`config.mk`:
```
export PLATFORM = sky130hd
export DESIGN_NAME = color_ramp_by_age_unit
export DESIGN_NICKNAME = d
export VERILOG_FILES = /design/src/rtl/core/cra_pkg.sv /design/src/rtl/core/cra_ram.sv /design/src/rtl/core/cra_div_stage.sv /design/src/rtl/core/cra_scale.sv /design/src/rtl/core/cra_blend.sv /design/src/rtl/core/color_ramp_by_age_unit.sv
export SDC_FILE = /design/constraint.sdc
export NUM_CORES = 2
export LEC_CHECK = 0
export BUFFER_PORTS_ARGS = -buffer_cell sky130_fd_sc_hd__clkbuf_2
export CORE_MARGIN = 5
export CORE_UTILIZATION = 57
export CTS_CLUSTER_SIZE = 30
export DETAILED_ROUTE_END_ITERATION = 12
export HOLD_SLACK_MARGIN = 0.02
export PLACE_DENSITY = 0.73
export REMOVE_ABC_BUFFERS = 1
export SYNTH_ARGS = -nofsm -noshare
export SYNTH_HDL_FRONTEND = slang
export SYNTH_SLANG_ARGS = --single-unit
```
`constraint.sdc`:
```
create_clock -name clk -period 16 [get_ports clk]
set_input_delay 0.8 -clock clk [delete_from_list [all_inputs] [get_ports clk]]
set_output_delay 0.8 -clock clk [all_outputs]
set_load 0.05 [all_outputs]
```
`src/rtl/core/cra_pkg.sv`:
```
// Package for the color ramp by age unit.
// Holds shared constants, register indexes and the pipeline transaction structs.
// No dependencies.
package cra_pkg;

    localparam int MAX_STOPS_DEF = 6;

    // Fixed-point 1.0 in UQ1.16.
    localparam logic [16:0] ONE_Q16 = 17'h10000;

    localparam int FIELD_W      = 16;
    localparam int COLOR_W      = 32;
    localparam int CHAN_W       = 8;
    localparam int COUNT_W      = 3;
    localparam int CFG_INDEX_W  = 3;
    localparam int STOP_IDX_W   = 3;

    // Restoring divider: quotient bits resolved per stage and number of stages.
    localparam int DIV_BITS_PER_STAGE = 2;
    localparam int DIV_STAGES         = FIELD_W / DIV_BITS_PER_STAGE;

    localparam logic [CFG_INDEX_W-1:0] REG_STOP_COUNT   = 3'd0;
    localparam logic [CFG_INDEX_W-1:0] REG_STOP_COLOR_0 = 3'd1;

    typedef struct packed {
        logic               valid;
        logic               sat;
        logic [FIELD_W-1:0] life;
        logic [FIELD_W-1:0] rem;
        logic [FIELD_W-1:0] quot;
    } cra_div_t;

    typedef struct packed {
        logic                  valid;
        logic [STOP_IDX_W-1:0] idx;
        logic [STOP_IDX_W-1:0] nxt;
        logic [FIELD_W-1:0]    frac;
    } cra_pos_t;

endpackage

```
`src/rtl/core/cra_ram.sv`:
```
// Generic RAM with one write port and two registered read ports.
// Depends on nothing.
module cra_ram #(
    parameter int WIDTH = 32,
    parameter int DEPTH = 6,
    parameter int ADDR_W = (DEPTH > 1) ? $clog2(DEPTH) : 1
) (
    input  logic              clk,
    input  logic              we,
    input  logic [ADDR_W-1:0] waddr,
    input  logic [WIDTH-1:0]  wdata,
    input  logic              re,
    input  logic [ADDR_W-1:0] raddr_a,
    input  logic [ADDR_W-1:0] raddr_b,
    output logic [WIDTH-1:0]  rdata_a,
    output logic [WIDTH-1:0]  rdata_b
);
    logic [WIDTH-1:0] mem_reg [DEPTH];
    logic [WIDTH-1:0] rdata_a_reg;
    logic [WIDTH-1:0] rdata_b_reg;

    always_ff @(posedge clk)
    begin
        if (we)
        begin
            mem_reg[waddr] <= wdata;
        end
    end

    always_ff @(posedge clk)
    begin
        if (re)
        begin
            rdata_a_reg <= mem_reg[raddr_a];
            rdata_b_reg <= mem_reg[raddr_b];
        end
    end

    assign rdata_a = rdata_a_reg;
    assign rdata_b = rdata_b_reg;
endmodule

```
`src/rtl/core/cra_div_stage.sv`:
```
// One stage of the pipelined restoring divider for the life ratio.
// Depends on cra_pkg.
module cra_div_stage (
    input  logic             clk,
    input  logic             rst_n,
    input  logic             en,
    input  cra_pkg::cra_div_t d_in,
    output cra_pkg::cra_div_t d_out
);
    import cra_pkg::*;

    logic               valid_reg;
    logic               sat_reg;
    logic [FIELD_W-1:0] life_reg;
    logic [FIELD_W-1:0] rem_reg;
    logic [FIELD_W-1:0] quot_reg;
    logic [FIELD_W-1:0] rem_next;
    logic [FIELD_W-1:0] quot_next;

    // The remainder stays below the divisor, so the shifted value fits in 17 bits.
    always_comb
    begin
        logic [FIELD_W:0] shifted;
        rem_next  = d_in.rem;
        quot_next = d_in.quot;
        for (int i = 0; i < DIV_BITS_PER_STAGE; i++)
        begin
            shifted = {rem_next, 1'b0};
            if (shifted >= {1'b0, d_in.life})
            begin
                shifted   = shifted - {1'b0, d_in.life};
                quot_next = {quot_next[FIELD_W-2:0], 1'b1};
            end
            else
            begin
                quot_next = {quot_next[FIELD_W-2:0], 1'b0};
            end
            rem_next = shifted[FIELD_W-1:0];
        end
    end

    always_ff @(posedge clk or negedge rst_n)
    begin
        if (!rst_n)
        begin
            valid_reg <= 1'b0;
        end
        else if (en)
        begin
            valid_reg <= d_in.valid;
        end
    end

    always_ff @(posedge clk)
    begin
        if (en)
        begin
            sat_reg  <= d_in.sat;
            life_reg <= d_in.life;
            rem_reg  <= rem_next;
            quot_reg <= quot_next;
        end
    end

    always_comb
    begin
        d_out.valid = valid_reg;
        d_out.sat   = sat_reg;
        d_out.life  = life_reg;
        d_out.rem   = rem_reg;
        d_out.quot  = quot_reg;
    end
endmodule

```
`src/rtl/core/cra_scale.sv`:
```
// Scales the life ratio by the stop span and splits it into stop index and fraction.
// Depends on cra_pkg.
module cra_scale (
    input  logic                             clk,
    input  logic                             rst_n,
    input  logic                             en,
    input  logic [cra_pkg::STOP_IDX_W-1:0]   last_idx,
    input  cra_pkg::cra_div_t                d_in,
    output cra_pkg::cra_pos_t                p_out
);
    import cra_pkg::*;

    localparam int SCALED_W = 17 + STOP_IDX_W;

    logic                  valid_reg;
    logic [STOP_IDX_W-1:0] idx_reg;
    logic [STOP_IDX_W-1:0] nxt_reg;
    logic [FIELD_W-1:0]    frac_reg;
    logic [STOP_IDX_W-1:0] idx_next;
    logic [STOP_IDX_W-1:0] nxt_next;
    logic [FIELD_W-1:0]    frac_next;
    logic [16:0]           ratio;
    logic [SCALED_W-1:0]   scaled;
    logic [SCALED_W-17:0]  whole;

    always_comb
    begin
        ratio  = d_in.sat ? ONE_Q16 : {1'b0, d_in.quot};
        scaled = SCALED_W'(ratio) * SCALED_W'(last_idx);
        whole  = scaled[SCALED_W-1:16];
        // At or past the last stop the ramp holds the last color.
        if (whole >= {1'b0, last_idx})
        begin
            idx_next  = last_idx;
            frac_next = '0;
        end
        else
        begin
            idx_next  = whole[STOP_IDX_W-1:0];
            frac_next = scaled[15:0];
        end
        nxt_next = (idx_next < last_idx) ? idx_next + 1'b1 : idx_next;
    end

    always_ff @(posedge clk or negedge rst_n)
    begin
        if (!rst_n)
        begin
            valid_reg <= 1'b0;
        end
        else if (en)
        begin
            valid_reg <= d_in.valid;
        end
    end

    always_ff @(posedge clk)
    begin
        if (en)
        begin
            idx_reg  <= idx_next;
            nxt_reg  <= nxt_next;
            frac_reg <= frac_next;
        end
    end

    always_comb
    begin
        p_out.valid = valid_reg;
        p_out.idx   = idx_reg;
        p_out.nxt   = nxt_reg;
        p_out.frac  = frac_reg;
    end
endmodule

```
`src/rtl/core/cra_blend.sv`:
```
// Two-stage per-channel linear blend of two RGBA stop colors.
// Depends on cra_pkg.
module cra_blend (
    input  logic                          clk,
    input  logic                          rst_n,
    input  logic                          en,
    input  logic                          in_vld,
    input  logic [cra_pkg::FIELD_W-1:0]   frac,
    input  logic [cra_pkg::COLOR_W-1:0]   color_a,
    input  logic [cra_pkg::COLOR_W-1:0]   color_b,
    output logic                          res_vld,
    output logic [cra_pkg::COLOR_W-1:0]   color
);
    import cra_pkg::*;

    localparam int NCH    = COLOR_W / CHAN_W;
    localparam int PROD_W = CHAN_W + 17;

    logic              mul_valid_reg;
    logic              out_valid_reg;
    logic [PROD_W-1:0] prod_a_reg [NCH];
    logic [PROD_W-1:0] prod_b_reg [NCH];
    logic [PROD_W-1:0] prod_a_next [NCH];
    logic [PROD_W-1:0] prod_b_next [NCH];
    logic [COLOR_W-1:0] color_reg;
    logic [COLOR_W-1:0] color_next;
    logic [16:0]       weight_a;

    always_comb
    begin
        logic [PROD_W-1:0] sum;
        weight_a = ONE_Q16 - {1'b0, frac};
        for (int c = 0; c < NCH; c++)
        begin
            prod_a_next[c] = PROD_W'(color_a[c*CHAN_W +: CHAN_W]) * PROD_W'(weight_a);
            prod_b_next[c] = PROD_W'(color_b[c*CHAN_W +: CHAN_W]) * PROD_W'(frac);
        end
        for (int c = 0; c < NCH; c++)
        begin
            sum = prod_a_reg[c] + prod_b_reg[c];
            color_next[c*CHAN_W +: CHAN_W] = sum[16 +: CHAN_W];
        end
    end

    always_ff @(posedge clk or negedge rst_n)
    begin
        if (!rst_n)
        begin
            mul_valid_reg <= 1'b0;
            out_valid_reg <= 1'b0;
        end
        else if (en)
        begin
            mul_valid_reg <= in_vld;
            out_valid_reg <= mul_valid_reg;
        end
    end

    always_ff @(posedge clk)
    begin
        if (en)
        begin
            prod_a_reg <= prod_a_next;
            prod_b_reg <= prod_b_next;
            color_reg  <= color_next;
        end
    end

    assign res_vld = out_valid_reg;
    assign color   = color_reg;
endmodule

```
`src/rtl/core/color_ramp_by_age_unit.sv`:
```
// Color ramp by age: maps a particle's age and lifetime to an RGBA gradient color.
// Depends on cra_pkg, cra_ram, cra_div_stage, cra_scale and cra_blend.
//
// Input channel: in_valid/in_ready with particle_age and particle_lifetime.
// Output channel: out_valid/out_ready with red, green, blue and alpha.
// Configuration: cfg_write, cfg_index and cfg_data; index 0 is the stop count,
// indexes 1 to 6 the stop colors. Writes take effect on the clock edge and must
// happen while no transaction is in flight.
// Eight divider stages resolve two quotient bits each, then come ratio scaling,
// stop color read, channel multiply and the output register; the divider sets
// the depth. Throughput is one transaction per cycle unless the output stalls.
// When the receiver stalls a valid result, the whole pipeline holds and
// in_ready drops in the same cycle, even if the earlier stages hold only
// bubbles.
// Reset empties the pipeline, sets the stop count to one and all stop colors to
// zero. No clearing pass is needed after reset.
module color_ramp_by_age_unit #(
    parameter int MAX_STOPS = cra_pkg::MAX_STOPS_DEF
) (
    input  logic                               clk,
    input  logic                               rst_n,
    input  logic                               in_valid,
    output logic                               in_ready,
    input  logic [cra_pkg::FIELD_W-1:0]        particle_age,
    input  logic [cra_pkg::FIELD_W-1:0]        particle_lifetime,
    output logic                               out_valid,
    input  logic                               out_ready,
    output logic [cra_pkg::CHAN_W-1:0]         red,
    output logic [cra_pkg::CHAN_W-1:0]         green,
    output logic [cra_pkg::CHAN_W-1:0]         blue,
    output logic [cra_pkg::CHAN_W-1:0]         alpha,
    input  logic                               cfg_write,
    input  logic [cra_pkg::CFG_INDEX_W-1:0]    cfg_index,
    input  logic [cra_pkg::COLOR_W-1:0]        cfg_data
);
    import cra_pkg::*;

    localparam int ADDR_W = (MAX_STOPS > 1) ? $clog2(MAX_STOPS) : 1;
    localparam logic [COUNT_W-1:0] MAX_N = COUNT_W'(MAX_STOPS);

    logic                   en;
    logic [COUNT_W-1:0]     stop_count_reg;
    logic [COUNT_W-1:0]     n_used;
    logic [STOP_IDX_W-1:0]  last_idx;
    logic [MAX_STOPS-1:0]   col_vld_reg;
    logic [CFG_INDEX_W-1:0] color_off;
    logic                   color_we;
    cra_div_t               div_pipe [DIV_STAGES+1];
    cra_pos_t               pos;
    logic                   sel_valid_reg;
    logic [FIELD_W-1:0]     sel_frac_reg;
    logic                   sel_ok_a_reg;
    logic                   sel_ok_b_reg;
    logic [COLOR_W-1:0]     ram_a;
    logic [COLOR_W-1:0]     ram_b;
    logic [COLOR_W-1:0]     color_a;
    logic [COLOR_W-1:0]     color_b;
    logic [COLOR_W-1:0]     color;
    logic                   res_vld;

    // The pipeline moves as one whenever the output register can take a result.
    assign en       = !res_vld || out_ready;
    assign in_ready = en;

    // Configuration registers.
    assign color_off = cfg_index - REG_STOP_COLOR_0;
    assign color_we  = cfg_write && (cfg_index >= REG_STOP_COLOR_0)
                       && ({1'b0, color_off} < (CFG_INDEX_W + 1)'(MAX_STOPS));

    always_ff @(posedge clk or negedge rst_n)
    begin
        if (!rst_n)
        begin
            stop_count_reg <= COUNT_W'(1);
            col_vld_reg    <= '0;
        end
        else
        begin
            if (cfg_write && (cfg_index == REG_STOP_COUNT))
            begin
                stop_count_reg <= cfg_data[COUNT_W-1:0];
            end
            if (color_we)
            begin
                col_vld_reg[color_off[ADDR_W-1:0]] <= 1'b1;
            end
        end
    end

    always_comb
    begin
        if (stop_count_reg == '0)
        begin
            n_used = COUNT_W'(1);
        end
        else if (stop_count_reg > MAX_N)
        begin
            n_used = MAX_N;
        end
        else
        begin
            n_used = stop_count_reg;
        end
        last_idx = n_used - 1'b1;
    end

    // Divider entry: a zero lifetime or an age at or past it saturates the ratio.
    always_comb
    begin
        div_pipe[0].valid = in_valid;
        div_pipe[0].sat   = (particle_lifetime == '0) || (particle_age >= particle_lifetime);
        div_pipe[0].life  = particle_lifetime;
        div_pipe[0].rem   = particle_age;
        div_pipe[0].quot  = '0;
    end

    for (genvar s = 0; s < DIV_STAGES; s++)
    begin : g_div
        cra_div_stage u_div (
            .clk   (clk),
            .rst_n (rst_n),
            .en    (en),
            .d_in  (div_pipe[s]),
            .d_out (div_pipe[s+1])
        );
    end

    cra_scale u_scale (
        .clk      (clk),
        .rst_n    (rst_n),
        .en       (en),
        .last_idx (last_idx),
        .d_in     (div_pipe[DIV_STAGES]),
        .p_out    (pos)
    );

    cra_ram #(
        .WIDTH (COLOR_W),
        .DEPTH (MAX_STOPS)
    ) u_stops (
        .clk     (clk),
        .we      (color_we),
        .waddr   (color_off[ADDR_W-1:0]),
        .wdata   (cfg_data),
        .re      (en),
        .raddr_a (pos.idx[ADDR_W-1:0]),
        .raddr_b (pos.nxt[ADDR_W-1:0]),
        .rdata_a (ram_a),
        .rdata_b (ram_b)
    );

    // Stop color read stage; a stop never written reads as zero.
    always_ff @(posedge clk or negedge rst_n)
    begin
        if (!rst_n)
        begin
            sel_valid_reg <= 1'b0;
        end
        else if (en)
        begin
            sel_valid_reg <= pos.valid;
        end
    end

    always_ff @(posedge clk)
    begin
        if (en)
        begin
            sel_frac_reg <= pos.frac;
            sel_ok_a_reg <= col_vld_reg[pos.idx[ADDR_W-1:0]];
            sel_ok_b_reg <= col_vld_reg[pos.nxt[ADDR_W-1:0]];
        end
    end

    assign color_a = sel_ok_a_reg ? ram_a : '0;
    assign color_b = sel_ok_b_reg ? ram_b : '0;

    cra_blend u_blend (
        .clk     (clk),
        .rst_n   (rst_n),
        .en      (en),
        .in_vld  (sel_valid_reg),
        .frac    (sel_frac_reg),
        .color_a (color_a),
        .color_b (color_b),
        .res_vld (res_vld),
        .color   (color)
    );

    assign out_valid = res_vld;
    assign red       = color[31:24];
    assign green     = color[23:16];
    assign blue      = color[15:8];
    assign alpha     = color[7:0];

`ifndef ASSERT_OFF
    a_zero_life_saturates: assert property (@(posedge clk) disable iff (!rst_n)
        (in_valid && in_ready && (particle_lifetime == '0)) |=> div_pipe[1].sat)
        else $error("zero lifetime did not saturate the ratio");

    a_index_in_range: assert property (@(posedge clk) disable iff (!rst_n)
        pos.valid |-> (pos.idx <= last_idx) && (pos.nxt <= last_idx))
        else $error("stop index beyond the last stop in use");

    a_last_stop_no_blend: assert property (@(posedge clk) disable iff (!rst_n)
        (pos.valid && (pos.idx == last_idx)) |-> (pos.frac == '0))
        else $error("blend fraction set at the last stop");

    a_stall_holds_pipe: assert property (@(posedge clk) disable iff (!rst_n)
        (!en) |=> $stable(sel_valid_reg) && $stable(pos.valid))
        else $error("pipeline moved during an output stall");
`endif
endmodule
```
==> summary.txt <==
Place
  • HPWL Detailed: 144.0 mm
  • Dpl cells: 9,245
  • I/O Buffers: 105
  • Routability cong.: 0.9298

Drt
  • Via count: 56,000
  • Pre-antenna DRT Iters: 6
  • # DRC: 0
  • DR vias/cell: 5.947
  • Iteration-0 DRC Markers: 4,240
  • DR WL/cell: 20.35 µm
  • Final WL: 191.7 mm
  • Antenna-violating nets left: 0

CTS
  • CTS clk-pin slew, worst paths: 0.07 ns
  • Number of buffers created by CTS: 90
  • Post-CTS Setup Inserts: 0
  • Hold-fix buffers, CTS: 0
  • Clock Tree Buf Depth: 3
  • TritonCTS clock tree: done
  • Latest clock arrival within the worst-skew pair: 0.74 ns
  • Htree depth: 3
  • CTS Sinks: 845
  • Clock Root Buffer: clkbuf_16
  • CTS resizes: 0

Timing
  • FMAX: 112.4 MHz
  • Final Cycle Share: 0.5561
  • Post-route minimum period: 8.898 ns
  • Slew @ Worst Pin: 1.395 ns
  • Relative slew slack: 0.04571
  • Fin. max-slew vios: 0
  • Final setup viols: 0
  • Unrepaired setup endpoints after global routing: false
  • Hold Fails Final Rpt: 0
  • Worst Skew: 0.07276 ns
  • TNS Setup: 0 ns

Synth
  • Yosys reg bits: 845
  • Top cell type by total area after synthesis: edfxtp_1
  • Count of cell types in the netlist: 105
  • Synth top area share: 0.3140
  • Post-synth top cells: inv_1, edfxtp_1, nand2_1
  • Mean Syn Cell Area: 10.43 µm²
  • Post-synthesis sequential area ratio: 0.3207
  • Primary FF master, synth: edfxtp_1
  • Top-count cell post-synth: inv_1
  • Mapped cell area: 78,810 µm²
  • Post-synth EDFFs: 824
  • Mapped Cells: 7,553
  • Largest cells by area after synthesis: edfxtp_1, fa_1, ha_1, inv_1, nand2_1
  • Synth warn: 0
  • Asr flop ratio synth: 0.02485

Final layout
  • Flip-flop count of the largest register after layout: 192
  • Area delta synth->final: 6.948%
  • Layout cells sized above 1: 0.08796
  • Fin nets: 9,061
  • Fillers: 10,980
  • Finished Layout Cells: 9,417

Critical path
  • Critical path launch point type: register
  • Critical path arrival: 9.39 ns
  • Worst Path Required: 16.49 ns
  • Critical path type: register to register
  • Critical path fanouts, max: 43
  • CP endpoint kind: register

Status
  • Status: completed

GRT
  • GR Util All Layers: 0.2637
  • First-pass GRT wire length: 307.4 mm
  • GRT overflow: 0
  • Initial antenna violation count: 10
  • Pin count of the biggest net entering global routing: 192
  • Vias in the first global route: 57,310

Floorplan
  • Die height: 381.8 µm
  • Top-Level Pins: 106
  • Rows: 136
  • Die width: 381.8 µm
  • Initial Utilization: 0.5732
  • Die Area: 145,800 µm²
  • Core Region: 137,500 µm²

Run
  • Max-cap violations: 0

Hold path
  • Worst min-delay path category: primary input to async pin
-- cell families (layout without fill, tap and decap cells) --
kind of cell             after synthesis  after routing  synth area share
buffers and inverters               1188           1252           0.05747
AO/OA/AOI/OAI                       1098           1098           0.09145
other                                  0              6                 0
XOR/XNOR                             400            400           0.04465
flip-flops                           845            845            0.3207
multiplexers                         313            313           0.05420
adder cells (fa/ha/maj)             1446           1446            0.2978
AND/OR/NAND/NOR                     2263           2263            0.1338
-- layout by cell type (no fill, tap or decap), types with 69 or more instances in the layout --
cell type  netlist  layout
nand3_1        144     144
mux2i_1         69      69
inv_1          893     892
clkbuf_16        0      90
ha_1           730     730
clkbuf_2         0     105
a21oi_1        361     361
mux2_2         149     149
nor3_1         108     107
edfxtp_1       824     824
nand2_1        755     755
o21ai_0        174     173
a21o_1         117     117
and3_1         301     301
fa_1           716     716
o21a_1          96      96
xor2_1         105     102
buf_4            4      86
xnor2_1        293     288
nor2_1         606     602
-- worst max-delay path, cell delays in order, from the launching register on --
cell and delay (ns):
edfxtp_1 0.35, buf_4 0.31, inv_1 0.77, ha_1 0.38, nor3b_2 0.36, nand2_1 0.16, or2_2 0.35, or4_1 0.47
xnor2_1 0.67, buf_4 0.29, nor2_1 0.07, fa_1 0.53, inv_1 0.06, fa_1 0.55, fa_1 0.43, fa_1 0.49
inv_1 0.04, ha_1 0.34, and3_1 0.22, a21oi_1 0.14, o21ai_0 0.09, a21oi_1 0.31, a31oi_1 0.18, or4_1 0.42
a31o_2 0.26, a31o_2 0.25, xnor2_1 0.11
-- area by class of cell --
type	instances	area, µm²	area share
clock inverters	59	754.5	0.008952
multi-input cells	5520	49110	0.5827
inverters	894	3363	0.03990
repair buffers	192	1191	0.01413
clock buffers	107	2336	0.02772
flip-flops and latches	845	25270	0.2998
diodes	6	15.01	0.0001781
well taps	1794	2245	0.02663
-- worst paths after layout --
check                                                start                         end  slack [ns]  depth (start not counted)
worst max-delay path                       sel_frac_reg[0]      u_blend.prod_a_reg[48]        7.10                         26
worst min-delay path                                 rst_n               sel_valid_reg         0.1                          1
worst max register to register             sel_frac_reg[0]      u_blend.prod_a_reg[48]        7.10                         26
worst min register to register  g_div[5].u_div.quot_reg[0]  g_div[6].u_div.quot_reg[2]        0.38                          0
max in group asynchronous                            rst_n              col_vld_reg[5]       15.45                          1
min in group clk                      particle_lifetime[5]  g_div[0].u_div.life_reg[5]        0.29                          1
-- routing by layer --
layer / global-route usage / up-vias / wire (µm)
li1: - / 26030 / -
met1: 0.3535 / 27470 / 78940
met2: 0.4246 / 2075 / 87890
met3: 0.05776 / 414 / 17330
met4: 0.09748 / 10 / 7407
met5: 0 / - / 75
-- metrics by stage --
stage	area [µm²]	util	hold WS (ns)	worst slack [ns]
final	84280	0.6130	0.09518	7.102
after global routing	84270	0.6129	0.1006	6.789
after CTS	84270	0.6129	0.06476	7.271
after floorplan	77630	-	0.4003	1.609
after global placement	81180	0.5904	0.4002	7.419
after detailed placement	81180	0.5904	0.4045	7.282
Power is not shown: default switching activity piles up to over one toggle a cycle in this logic, so the estimate is an artifact.
